===== src/design/dppt_pkg.sv =====
// Shared types, widths and register codes of the depth pixel to point unit.
package dppt_pkg;

  // Width of the raster position counters.
  localparam int COORD_BITS = 12;

  // Fixed widths of the ports.
  localparam int PIX_W    = 12;
  localparam int DEPTH_W  = 16;
  localparam int SCALE_W  = 16;
  localparam int CENTRE_W = 13;
  localparam int INV_W    = 32;
  localparam int SIZE_W   = 13;
  localparam int COLOR_W  = 8;
  localparam int POINT_W  = 44;
  localparam int Z_W      = 31;
  localparam int CFG_IDX_W  = 3;
  localparam int CFG_DATA_W = 32;

  // Offset magnitude |2*coord - centre| and frame limit compare widths.
  localparam int MAG_W = (COORD_BITS + 1 > CENTRE_W) ? COORD_BITS + 1 : CENTRE_W;
  localparam int LIM_W = (COORD_BITS + 1 > SIZE_W) ? COORD_BITS + 1 : SIZE_W;

  // Shared multiplier and products.
  localparam int MUL_W  = 32;
  localparam int PROD_W = 2 * MUL_W;
  localparam int A_W    = 48;  // |offset| * z
  localparam int HP_W   = 49;  // upper part of |offset| * z * inv

  // Register indexes.
  localparam logic [CFG_IDX_W-1:0] CFG_DEPTH_MULT      = 3'd0;
  localparam logic [CFG_IDX_W-1:0] CFG_CENTRE_X_HALF   = 3'd1;
  localparam logic [CFG_IDX_W-1:0] CFG_CENTRE_Y_HALF   = 3'd2;
  localparam logic [CFG_IDX_W-1:0] CFG_INVERSE_FOCAL_X = 3'd3;
  localparam logic [CFG_IDX_W-1:0] CFG_INVERSE_FOCAL_Y = 3'd4;
  localparam logic [CFG_IDX_W-1:0] CFG_FRAME_WIDTH     = 3'd5;
  localparam logic [CFG_IDX_W-1:0] CFG_FRAME_HEIGHT    = 3'd6;

  // Register reset values.
  localparam logic [SCALE_W-1:0]  RST_DEPTH_MULT    = 16'd256;
  localparam logic [CENTRE_W-1:0] RST_CENTRE_X_HALF = 13'd639;
  localparam logic [CENTRE_W-1:0] RST_CENTRE_Y_HALF = 13'd479;
  localparam logic [INV_W-1:0]    RST_INVERSE_FOCAL = 32'd7531067;
  localparam logic [SIZE_W-1:0]   RST_FRAME_WIDTH   = 13'd640;
  localparam logic [SIZE_W-1:0]   RST_FRAME_HEIGHT  = 13'd480;

  typedef struct packed {
    logic [SCALE_W-1:0]  depth_mult;
    logic [CENTRE_W-1:0] centre_x_half;
    logic [CENTRE_W-1:0] centre_y_half;
    logic [INV_W-1:0]    inverse_focal_x;
    logic [INV_W-1:0]    inverse_focal_y;
    logic [SIZE_W-1:0]   frame_width;
    logic [SIZE_W-1:0]   frame_height;
  } cfg_t;

  // Which product the shared multiplier forms this cycle.
  typedef enum logic [2:0] {
    MUL_NONE,
    MUL_Z,
    MUL_AX,
    MUL_AY,
    MUL_LX,
    MUL_HX,
    MUL_LY,
    MUL_HY
  } mul_sel_e;

  typedef struct packed {
    logic     accept;
    logic     load_out;
    mul_sel_e mul_sel;
  } cmd_t;

  typedef struct packed {
    logic depth_ok;
  } status_t;

endpackage


===== src/design/depth_pixel_to_point_unit.sv =====
// Top level of the depth pixel to point unit: back-projects depth pixels to 3-D points.
//
//  channel   direction  handshake                  payload
//  --------  ---------  -------------------------  ------------------------------------
//  pixel in  input      in_valid_i / in_ready_o    depth_raw, red/green/blue_in, frame_start
//  point out output     out_valid_o / out_ready_i  point_x/y/z, red/green/blue_out, column, row
//  config    input      cfg_we_i (no stall)        cfg_index_i, cfg_data_i
//
// A pixel with no depth costs no busy time: the counters advance and no word is made.
// A pixel with depth holds the input from its accept through eight
// sequencer steps, the last of which loads the result register. The single shared
// 32x32 multiplier forms seven products in turn (z, two offsets times z, and two
// partial products per axis against the inverse focal length).
// The result register parts the two sides: the next pixel is taken while a point
// waits; a stalled output only holds the sequencer in its last step.
// Reset clears counters, the sequencer, the valid flag and loads the default camera.
module depth_pixel_to_point_unit (
  input  logic                                clk_i,
  input  logic                                rst_ni,
  // configuration
  input  logic                                cfg_we_i,
  input  logic [dppt_pkg::CFG_IDX_W-1:0]      cfg_index_i,
  input  logic [dppt_pkg::CFG_DATA_W-1:0]     cfg_data_i,
  // pixel in
  input  logic                                in_valid_i,
  output logic                                in_ready_o,
  input  logic [dppt_pkg::DEPTH_W-1:0]        depth_raw_i,
  input  logic [dppt_pkg::COLOR_W-1:0]        red_in_i,
  input  logic [dppt_pkg::COLOR_W-1:0]        green_in_i,
  input  logic [dppt_pkg::COLOR_W-1:0]        blue_in_i,
  input  logic                                frame_start_i,
  // point out
  output logic                                out_valid_o,
  input  logic                                out_ready_i,
  output logic signed [dppt_pkg::POINT_W-1:0] point_x_o,
  output logic signed [dppt_pkg::POINT_W-1:0] point_y_o,
  output logic [dppt_pkg::Z_W-1:0]            point_z_o,
  output logic [dppt_pkg::COLOR_W-1:0]        red_out_o,
  output logic [dppt_pkg::COLOR_W-1:0]        green_out_o,
  output logic [dppt_pkg::COLOR_W-1:0]        blue_out_o,
  output logic [dppt_pkg::PIX_W-1:0]          pixel_column_o,
  output logic [dppt_pkg::PIX_W-1:0]          pixel_row_o
);

  dppt_pkg::cfg_t    cfg;
  dppt_pkg::cmd_t    cmd;
  dppt_pkg::status_t status;

  // Camera and frame registers.
  dppt_cfg u_cfg (
    .clk_i       (clk_i),
    .rst_ni      (rst_ni),
    .cfg_we_i    (cfg_we_i),
    .cfg_index_i (cfg_index_i),
    .cfg_data_i  (cfg_data_i),
    .cfg_o       (cfg)
  );

  // Sequencer: owns both handshakes and steps the multiplier.
  dppt_ctrl u_ctrl (
    .clk_i       (clk_i),
    .rst_ni      (rst_ni),
    .in_valid_i  (in_valid_i),
    .in_ready_o  (in_ready_o),
    .out_valid_o (out_valid_o),
    .out_ready_i (out_ready_i),
    .status_i    (status),
    .cmd_o       (cmd)
  );

  // Counters, arithmetic and the result register.
  dppt_dp u_dp (
    .clk_i          (clk_i),
    .rst_ni         (rst_ni),
    .cfg_i          (cfg),
    .cmd_i          (cmd),
    .status_o       (status),
    .depth_raw_i    (depth_raw_i),
    .red_in_i       (red_in_i),
    .green_in_i     (green_in_i),
    .blue_in_i      (blue_in_i),
    .frame_start_i  (frame_start_i),
    .point_x_o      (point_x_o),
    .point_y_o      (point_y_o),
    .point_z_o      (point_z_o),
    .red_out_o      (red_out_o),
    .green_out_o    (green_out_o),
    .blue_out_o     (blue_out_o),
    .pixel_column_o (pixel_column_o),
    .pixel_row_o    (pixel_row_o)
  );

endmodule


===== src/design/dppt_cfg.sv =====
// Configuration register file of the depth pixel to point unit.
module dppt_cfg (
  input  logic                                clk_i,
  input  logic                                rst_ni,
  input  logic                                cfg_we_i,
  input  logic [dppt_pkg::CFG_IDX_W-1:0]      cfg_index_i,
  input  logic [dppt_pkg::CFG_DATA_W-1:0]     cfg_data_i,
  output dppt_pkg::cfg_t                      cfg_o
);

  dppt_pkg::cfg_t cfg_q, cfg_d;

  always_comb begin
    cfg_d = cfg_q;
    if (cfg_we_i) begin
      case (cfg_index_i)
        dppt_pkg::CFG_DEPTH_MULT:
          cfg_d.depth_mult = cfg_data_i[dppt_pkg::SCALE_W-1:0];
        dppt_pkg::CFG_CENTRE_X_HALF:
          cfg_d.centre_x_half = cfg_data_i[dppt_pkg::CENTRE_W-1:0];
        dppt_pkg::CFG_CENTRE_Y_HALF:
          cfg_d.centre_y_half = cfg_data_i[dppt_pkg::CENTRE_W-1:0];
        dppt_pkg::CFG_INVERSE_FOCAL_X:
          cfg_d.inverse_focal_x = cfg_data_i[dppt_pkg::INV_W-1:0];
        dppt_pkg::CFG_INVERSE_FOCAL_Y:
          cfg_d.inverse_focal_y = cfg_data_i[dppt_pkg::INV_W-1:0];
        dppt_pkg::CFG_FRAME_WIDTH:
          cfg_d.frame_width = cfg_data_i[dppt_pkg::SIZE_W-1:0];
        dppt_pkg::CFG_FRAME_HEIGHT:
          cfg_d.frame_height = cfg_data_i[dppt_pkg::SIZE_W-1:0];
        default: ;  // unused index, write dropped
      endcase
    end
  end

  always_ff @(posedge clk_i or negedge rst_ni) begin
    if (!rst_ni) begin
      cfg_q.depth_mult      <= dppt_pkg::RST_DEPTH_MULT;
      cfg_q.centre_x_half   <= dppt_pkg::RST_CENTRE_X_HALF;
      cfg_q.centre_y_half   <= dppt_pkg::RST_CENTRE_Y_HALF;
      cfg_q.inverse_focal_x <= dppt_pkg::RST_INVERSE_FOCAL;
      cfg_q.inverse_focal_y <= dppt_pkg::RST_INVERSE_FOCAL;
      cfg_q.frame_width     <= dppt_pkg::RST_FRAME_WIDTH;
      cfg_q.frame_height    <= dppt_pkg::RST_FRAME_HEIGHT;
    end else begin
      cfg_q <= cfg_d;
    end
  end

  assign cfg_o = cfg_q;

endmodule


===== src/design/dppt_ctrl.sv =====
// Sequencing state machine of the depth pixel to point unit.
module dppt_ctrl (
  input  logic              clk_i,
  input  logic              rst_ni,
  input  logic              in_valid_i,
  output logic              in_ready_o,
  output logic              out_valid_o,
  input  logic              out_ready_i,
  input  dppt_pkg::status_t status_i,
  output dppt_pkg::cmd_t    cmd_o
);

  typedef enum logic [3:0] {
    ST_IDLE,
    ST_Z,
    ST_AX,
    ST_AY,
    ST_LX,
    ST_HX,
    ST_LY,
    ST_HY,
    ST_DONE
  } state_e;

  state_e state_q, state_d;
  logic   out_valid_q, out_valid_d;
  logic   accept, load;

  assign in_ready_o = (state_q == ST_IDLE);
  assign accept     = in_valid_i && in_ready_o;
  // Result register is free when empty or being drained this cycle.
  assign load       = (state_q == ST_DONE) && (!out_valid_q || out_ready_i);

  always_comb begin
    state_d = state_q;
    case (state_q)
      ST_IDLE: if (accept && status_i.depth_ok) state_d = ST_Z;
      ST_Z:    state_d = ST_AX;
      ST_AX:   state_d = ST_AY;
      ST_AY:   state_d = ST_LX;
      ST_LX:   state_d = ST_HX;
      ST_HX:   state_d = ST_LY;
      ST_LY:   state_d = ST_HY;
      ST_HY:   state_d = ST_DONE;
      ST_DONE: if (load) state_d = ST_IDLE;
      default: state_d = ST_IDLE;
    endcase
  end

  always_comb begin
    out_valid_d = out_valid_q;
    if (load) begin
      out_valid_d = 1'b1;
    end else if (out_ready_i) begin
      out_valid_d = 1'b0;
    end
  end

  always_comb begin
    cmd_o.accept   = accept;
    cmd_o.load_out = load;
    case (state_q)
      ST_Z:    cmd_o.mul_sel = dppt_pkg::MUL_Z;
      ST_AX:   cmd_o.mul_sel = dppt_pkg::MUL_AX;
      ST_AY:   cmd_o.mul_sel = dppt_pkg::MUL_AY;
      ST_LX:   cmd_o.mul_sel = dppt_pkg::MUL_LX;
      ST_HX:   cmd_o.mul_sel = dppt_pkg::MUL_HX;
      ST_LY:   cmd_o.mul_sel = dppt_pkg::MUL_LY;
      ST_HY:   cmd_o.mul_sel = dppt_pkg::MUL_HY;
      default: cmd_o.mul_sel = dppt_pkg::MUL_NONE;
    endcase
  end

  always_ff @(posedge clk_i or negedge rst_ni) begin
    if (!rst_ni) begin
      state_q     <= ST_IDLE;
      out_valid_q <= 1'b0;
    end else begin
      state_q     <= state_d;
      out_valid_q <= out_valid_d;
    end
  end

  assign out_valid_o = out_valid_q;

endmodule


===== src/design/dppt_dp.sv =====
// Datapath: raster counters, shared 32x32 multiplier and result register.
module dppt_dp (
  input  logic                                   clk_i,
  input  logic                                   rst_ni,
  input  dppt_pkg::cfg_t                         cfg_i,
  input  dppt_pkg::cmd_t                         cmd_i,
  output dppt_pkg::status_t                      status_o,
  input  logic [dppt_pkg::DEPTH_W-1:0]           depth_raw_i,
  input  logic [dppt_pkg::COLOR_W-1:0]           red_in_i,
  input  logic [dppt_pkg::COLOR_W-1:0]           green_in_i,
  input  logic [dppt_pkg::COLOR_W-1:0]           blue_in_i,
  input  logic                                   frame_start_i,
  output logic signed [dppt_pkg::POINT_W-1:0]    point_x_o,
  output logic signed [dppt_pkg::POINT_W-1:0]    point_y_o,
  output logic [dppt_pkg::Z_W-1:0]               point_z_o,
  output logic [dppt_pkg::COLOR_W-1:0]           red_out_o,
  output logic [dppt_pkg::COLOR_W-1:0]           green_out_o,
  output logic [dppt_pkg::COLOR_W-1:0]           blue_out_o,
  output logic [dppt_pkg::PIX_W-1:0]             pixel_column_o,
  output logic [dppt_pkg::PIX_W-1:0]             pixel_row_o
);

  localparam int CB    = dppt_pkg::COORD_BITS;
  localparam int MAG_W = dppt_pkg::MAG_W;
  localparam int LIM_W = dppt_pkg::LIM_W;
  localparam int MUL_W = dppt_pkg::MUL_W;
  localparam int A_W   = dppt_pkg::A_W;
  localparam int HP_W  = dppt_pkg::HP_W;
  localparam int PW    = dppt_pkg::POINT_W;
  localparam int Q_W   = HP_W - 1;
  localparam logic [LIM_W-1:0] COORD_CAP = LIM_W'(2 ** CB);

  // Floor of a signed quotient from magnitude, sticky bits and sign:
  // -(q + c) is ~q when c is set and ~q + 1 otherwise.
  function automatic logic [PW-1:0] finish(input logic [HP_W-1:0] hp,
                                           input logic sticky,
                                           input logic neg);
    logic [Q_W-1:0] q;
    logic [Q_W-1:0] r;
    q = hp[HP_W-1:1];
    if (!neg) begin
      r = q;
    end else if (hp[0] || sticky) begin
      r = ~q;
    end else begin
      r = ~q + Q_W'(1);
    end
    return r[PW-1:0];
  endfunction

  // Frame limit capped at the counter range.
  function automatic logic [LIM_W-1:0] cap_limit(input logic [dppt_pkg::SIZE_W-1:0] v);
    logic [LIM_W-1:0] w;
    w = LIM_W'(v);
    return (w > COORD_CAP) ? COORD_CAP : w;
  endfunction

  // Raster counters.
  logic [CB-1:0]    col_q, row_q, col_d, row_d, cur_col, cur_row;
  logic [CB:0]      col_inc, row_inc;
  logic             col_wrap, row_wrap;

  // Working registers of the word in flight.
  logic [dppt_pkg::DEPTH_W-2:0] depth_q;
  logic [dppt_pkg::COLOR_W-1:0] red_q, green_q, blue_q;
  logic [CB-1:0]                pcol_q, prow_q;
  logic                         negx_q, negy_q;
  logic [MAG_W-1:0]             magx_q, magy_q;
  logic [dppt_pkg::Z_W-1:0]     z_q;
  logic [A_W-1:0]               ax_q, ay_q;
  logic [dppt_pkg::PROD_W-1:0]  lp_q;
  logic [HP_W-1:0]              hp_q;
  logic                         stk_q;
  logic [PW-1:0]                px_q;

  // Offset from the principal point.
  logic [MAG_W-1:0] twice_x, twice_y, cx, cy;
  logic             negx_d, negy_d;
  logic [MAG_W-1:0] magx_d, magy_d;

  // Shared multiplier.
  logic [MUL_W-1:0]            mul_a, mul_b;
  logic [dppt_pkg::PROD_W-1:0] prod;
  logic [HP_W-1:0]             hp_d;

  assign status_o.depth_ok = (depth_raw_i != '0) && !depth_raw_i[dppt_pkg::DEPTH_W-1];

  always_comb begin
    cur_col  = frame_start_i ? '0 : col_q;
    cur_row  = frame_start_i ? '0 : row_q;
    col_inc  = {1'b0, cur_col} + (CB + 1)'(1);
    row_inc  = {1'b0, cur_row} + (CB + 1)'(1);
    col_wrap = LIM_W'(col_inc) >= cap_limit(cfg_i.frame_width);
    row_wrap = LIM_W'(row_inc) >= cap_limit(cfg_i.frame_height);
    col_d    = col_wrap ? '0 : col_inc[CB-1:0];
    row_d    = !col_wrap ? cur_row : (row_wrap ? '0 : row_inc[CB-1:0]);
  end

  always_comb begin
    twice_x = MAG_W'({cur_col, 1'b0});
    twice_y = MAG_W'({cur_row, 1'b0});
    cx      = MAG_W'(cfg_i.centre_x_half);
    cy      = MAG_W'(cfg_i.centre_y_half);
    negx_d  = twice_x < cx;
    negy_d  = twice_y < cy;
    magx_d  = negx_d ? cx - twice_x : twice_x - cx;
    magy_d  = negy_d ? cy - twice_y : twice_y - cy;
  end

  always_comb begin
    case (cmd_i.mul_sel)
      dppt_pkg::MUL_Z: begin
        mul_a = MUL_W'(depth_q);
        mul_b = MUL_W'(cfg_i.depth_mult);
      end
      dppt_pkg::MUL_AX: begin
        mul_a = MUL_W'(magx_q);
        mul_b = MUL_W'(z_q);
      end
      dppt_pkg::MUL_AY: begin
        mul_a = MUL_W'(magy_q);
        mul_b = MUL_W'(z_q);
      end
      dppt_pkg::MUL_LX: begin
        mul_a = ax_q[MUL_W-1:0];
        mul_b = cfg_i.inverse_focal_x;
      end
      dppt_pkg::MUL_HX: begin
        mul_a = MUL_W'(ax_q[A_W-1:MUL_W]);
        mul_b = cfg_i.inverse_focal_x;
      end
      dppt_pkg::MUL_LY: begin
        mul_a = ay_q[MUL_W-1:0];
        mul_b = cfg_i.inverse_focal_y;
      end
      dppt_pkg::MUL_HY: begin
        mul_a = MUL_W'(ay_q[A_W-1:MUL_W]);
        mul_b = cfg_i.inverse_focal_y;
      end
      default: begin
        mul_a = '0;
        mul_b = '0;
      end
    endcase
  end

  assign prod = mul_a * mul_b;
  assign hp_d = prod[HP_W-1:0] + HP_W'(lp_q[dppt_pkg::PROD_W-1:MUL_W]);

  always_ff @(posedge clk_i or negedge rst_ni) begin
    if (!rst_ni) begin
      col_q <= '0;
      row_q <= '0;
    end else if (cmd_i.accept) begin
      col_q <= col_d;
      row_q <= row_d;
    end
  end

  always_ff @(posedge clk_i) begin
    if (cmd_i.accept) begin
      depth_q <= depth_raw_i[dppt_pkg::DEPTH_W-2:0];
      red_q   <= red_in_i;
      green_q <= green_in_i;
      blue_q  <= blue_in_i;
      pcol_q  <= cur_col;
      prow_q  <= cur_row;
      negx_q  <= negx_d;
      negy_q  <= negy_d;
      magx_q  <= magx_d;
      magy_q  <= magy_d;
    end
    case (cmd_i.mul_sel)
      dppt_pkg::MUL_Z:  z_q  <= prod[dppt_pkg::Z_W-1:0];
      dppt_pkg::MUL_AX: ax_q <= prod[A_W-1:0];
      dppt_pkg::MUL_AY: ay_q <= prod[A_W-1:0];
      dppt_pkg::MUL_LX: lp_q <= prod;
      dppt_pkg::MUL_LY: begin
        lp_q <= prod;
        px_q <= finish(hp_q, stk_q, negx_q);
      end
      dppt_pkg::MUL_HX, dppt_pkg::MUL_HY: begin
        hp_q  <= hp_d;
        stk_q <= (lp_q[MUL_W-1:0] != '0);
      end
      default: ;
    endcase
    if (cmd_i.load_out) begin
      point_x_o      <= px_q;
      point_y_o      <= finish(hp_q, stk_q, negy_q);
      point_z_o      <= z_q;
      red_out_o      <= red_q;
      green_out_o    <= green_q;
      blue_out_o     <= blue_q;
      pixel_column_o <= dppt_pkg::PIX_W'(pcol_q);
      pixel_row_o    <= dppt_pkg::PIX_W'(prow_q);
    end
  end

endmodule


===== config.mk =====
export PLATFORM = sky130hd
export DESIGN_NAME = depth_pixel_to_point_unit
export DESIGN_NICKNAME = d
export VERILOG_FILES = /design/src/design/dppt_pkg.sv /design/src/design/depth_pixel_to_point_unit.sv /design/src/design/dppt_cfg.sv /design/src/design/dppt_ctrl.sv /design/src/design/dppt_dp.sv
export SDC_FILE = /design/constraint.sdc
export NUM_CORES = 2
export LEC_CHECK = 0
export ABC_AREA = 1
export BUFFER_PORTS_ARGS = -buffer_cell sky130_fd_sc_hd__clkbuf_2
export CAP_MARGIN = 10
export CORE_MARGIN = 4
export CORE_UTILIZATION = 69
export CTS_CLUSTER_DIAMETER = 100
export DETAILED_ROUTE_END_ITERATION = 10
export PLACE_DENSITY_LB_ADDON = 0.05
export SLEW_MARGIN = 20
export SYNTH_ARGS = -nofsm -noshare
export SYNTH_HDL_FRONTEND = slang
export SYNTH_SLANG_ARGS = --single-unit

===== constraint.sdc =====
create_clock -name clk_i -period 27 [get_ports clk_i]
set_clock_uncertainty 0.1 [all_clocks]
set_input_delay 0 -clock clk_i [delete_from_list [all_inputs] [get_ports clk_i]]
set_output_delay 0 -clock clk_i [all_outputs]
set_load 0.05 [all_outputs]

==> impl_metrics.json <==
{
  "synthCells": 7038,
  "synthesis.nets": 8390,
  "finalSetupTns_ns": 0,
  "ys_seq_area_frac": 0.310,
  "synth_ff_type": "edfxtp_1",
  "critPathMaxStageDelay_ns": 0.90,
  "drive_gt1_frac": 0.0855,
  "yosysWarnings": 0,
  "critPathBufInv": 11,
  "port_buffers": 249,
  "via_per_inst": 6.09,
  "cp_data_arrival_time_ns": 13.64,
  "cts_buffers": 60,
  "row_count": 112,
  "placed_cell_area_um2": 67900,
  "worst_slack_ns": 13.62,
  "path_clk_slew_ns": 0.08,
  "cp_common_cell": "fa_1",
  "cts_tree": "yes",
  "grt_pass1_vias": 53500,
  "slowest_stage": "xor2_1",
  "setup_viol": 0,
  "path_delay_family": "adder cells",
  "fin_area_um2": 70800,
  "grt_pass1_wl_um": 323000,
  "antenna_found_initial": 12,
  "finalWorstPathRequiredPeriod_ns": 13.38,
  "syn_avg_cell_area_um2": 9.28,
  "clk_latency_ns": 0.63,
  "outcome": "complete, no violations",
  "crit_required_ns": 27.26,
  "max-cap-violations": 0,
  "worst_hold_path_type": "primary input to flip-flop",
  "finalWirelength_um": 216000,
  "async_flop_share": 0.230,
  "drv_slew": 0,
  "period_share": 0.496,
  "fp.dieH_um": 316,
  "areaGrowthSynthToFinish_pct": 8.38,
  "synth_top_area_share": 0.276,
  "r2r_slack_ns": 13.62,
  "ys_seq_elements": 700,
  "grt_max_degree": 89,
  "crit_fanout": 65,
  "synth_edf_count": 539,
  "slew_headroom": 0.164,
  "synth.area.top_cells": "fa_1, edfxtp_1, inv_1",
  "cts.sinks": 700,
  "fp.dieW_um": 316,
  "drc_errors": 0,
  "grt-ovfl-total": 0,
  "gp_congestion": 1.04,
  "first_iter_violations": 6773,
  "vias": 52300,
  "layout.nets": 8638,
  "end_kind": "flip-flop",
  "rsz0062_at_grt": "false",
  "ys_types": 59,
  "dp_hpwl_um": 162000,
  "hold_viol_final": 0,
  "fmax_ghz": 0.0747,
  "synth_area_um2": 65300,
  "critPathLaunchType": "flip-flop",
  "clockBufferDepth": 3,
  "cts_max_level": 2,
  "ant_nets": 0,
  "detail_route.wl_per_cell_um": 25.1,
  "fp.coreArea_um2": 93600,
  "pre_cts_slack_ns": 14.09,
  "start_util": 0.698,
  "whs_ns": 0.00407,
  "grt_use_total": 0.440,
  "dr.pass1.iters": 7,
  "die_area_um2": 99700,
  "synth_top_cell_by_area": "fa_1",
  "io_pins": 250,
  "path_class": "flip-flop to flip-flop",
  "worstMarginPinSlew_ns": 1.24,
  "cts_resized": 0,
  "cts_root_buf": "clkbuf_16"
}
## metrics by stage
step | utilization | cells
2_1_floorplan | - | 7038
3_3_place_gp | 0.725 | 8387
3_5_place_dp | 0.725 | 8387
4_1_cts | 0.756 | 8589
5_1_grt | 0.756 | 8592
6_report | 0.757 | 8597
## area by class of cell
| class | instances | area [um2] |
|---|---|---|
| Antenna cell | 8 | 20.0 |
| Clock buffer | 80 | 1640 |
| Clock inverter | 31 | 332 |
| Fill cell | 6500 | 22800 |
| Inverter | 1542 | 5800 |
| Multi-Input combinational cell | 4559 | 38400 |
| Sequential cell | 700 | 20300 |
| Tap cell | 1254 | 1570 |
| Timing Repair Buffer | 423 | 2810 |
## path summary, 6_finish.rpt
kind / to / cells past startpoint / from
max in group asynchronous: u_dp.row_q[7]$_DFFE_PN0P_ / 4 / rst_ni
setup / recovery: u_dp.hp_q[40]$_DFFE_PP_ / 43 / u_ctrl.state_q[3]$_DFFE_PN0P_
hold / removal: u_dp.red_q[0]$_DFFE_PP_ / 2 / red_in_i[0]
setup reg to reg: u_dp.hp_q[40]$_DFFE_PP_ / 43 / u_ctrl.state_q[3]$_DFFE_PN0P_
min in group asynchronous: u_cfg.cfg_o[8]$_DFFE_PN1P_ / 3 / rst_ni
hold reg to reg: u_dp.point_x_o[16]$_DFFE_PP_ / 0 / u_dp.px_q[16]$_DFFE_PN_
## metal layers
| metal | global-route usage | up-vias | share of wire |
|---|---|---|---|
| li1 | - | 22200 | - |
| met2 | 0.664 | 3873 | 0.43 |
| met4 | 0.262 | 6 | 0.078 |
| met5 | 0.00580 | - | 0.00043 |
| met1 | 0.570 | 25400 | 0.35 |
| met3 | 0.133 | 907 | 0.14 |
## cells in the mapped netlist (5+ instances only)
| master | instances |
|---|---|
| xnor2_1 | 38 |
| a21oi_1 | 173 |
| dfstp_2 | 51 |
| nor2_1 | 666 |
| nand3b_1 | 6 |
| inv_1 | 1485 |
| buf_2 | 117 |
| nand3_1 | 123 |
| nor2_4 | 9 |
| inv_2 | 45 |
| o22ai_1 | 8 |
| a221oi_4 | 6 |
| a31oi_1 | 26 |
| a21o_1 | 19 |
| clkbuf_1 | 99 |
| nor3_2 | 6 |
| nor3_1 | 22 |
| nand2_2 | 5 |
| a221oi_1 | 16 |
| o21bai_1 | 10 |
| a32o_1 | 17 |
| o31ai_1 | 7 |
| o21ai_0 | 324 |
| a221oi_2 | 16 |
| nor2_2 | 21 |
| o22ai_2 | 8 |
| nor4_1 | 30 |
| o211ai_1 | 8 |
| clkinv_1 | 9 |
| mux2i_1 | 6 |
| edfxtp_1 | 539 |
| nand4_1 | 51 |
| fa_1 | 901 |
| dfrtp_1 | 110 |
| ha_1 | 370 |
| xor2_1 | 114 |
| a22o_1 | 36 |
| buf_4 | 16 |
| nand2_1 | 1482 |
## registers in the layout, summed over array words and instances, names as in the netlist, 12 cells and up
signal               cells
u_dp.point_z_o          31
u_dp.magx_q             13
u_dp.prow_q             12
u_dp.pixel_column_o     12
u_cfg.cfg_o            132
u_dp.ay_q               48
u_dp.row_q              12
u_dp.depth_q            15
u_dp.magy_q             13
u_dp.point_y_o          44
u_dp.pcol_q             12
u_dp.col_q              12
u_dp.lp_q               64
u_dp.point_x_o          44
u_dp.hp_q               45
u_dp.ax_q               48
u_dp.z_q                31
u_dp.pixel_row_o        12
u_dp.px_q               44
## worst register-to-register path: cells and delay by family (launching register included)
| family | cells | cell delay [ns] |
|---|---|---|
| xor+xnor | 1 | 0.90 |
| flops | 1 | 0.47 |
| simple gates | 12 | 2.26 |
| fa+ha+maj | 10 | 4.72 |
| buf+inv | 11 | 2.57 |
| compound gates | 9 | 2.11 |
## placed cells by master, fill, tap and decap left out, types with 17 or more instances in the layout
master / netlist / routed
nor3_1: 22 / 22
nor2_1: 666 / 658
a21oi_1: 173 / 173
xnor2_1: 38 / 37
inv_1: 1485 / 1484
nor2_2: 21 / 19
dfstp_2: 51 / 51
dfrtp_1: 110 / 110
inv_2: 45 / 45
clkbuf_16: 0 / 61
nor4_1: 30 / 30
clkbuf_2: 0 / 248
xor2_1: 114 / 114
edfxtp_1: 539 / 539
a32o_1: 17 / 17
a21o_1: 19 / 19
a22o_1: 36 / 36
a31oi_1: 26 / 26
dlygate4sd3_1: 0 / 90
o21ai_0: 324 / 324
nand4_1: 51 / 51
nor2_4: 9 / 19
ha_1: 370 / 370
nand2_1: 1482 / 1480
fa_1: 901 / 901
buf_4: 16 / 81
nand3_1: 123 / 122
## repair_timing
action                                  4_1_cts  5_1_grt
endpoints found under the setup margin        0        0
buffers inserted                              0        0
hold buffers                                 91        0
hold endpoints to repair                    255        0
## cells by family (layout without fill, tap and decap cells)
group,count (synthesis),after routing,share of synthesized area
simple gates,2434,2434,0.149
buf+inv,1779,2076,0.106
fa+ha+maj,1271,1271,0.347
flops,700,700,0.310
compound gates,696,696,0.0663
xor+xnor,152,152,0.0204
mux,6,6,0.000919
other cells,0,8,0
Power is left out: the tool's default activity adds up to more than one toggle a clock period on the data nets, which glitch-free logic cannot reach.
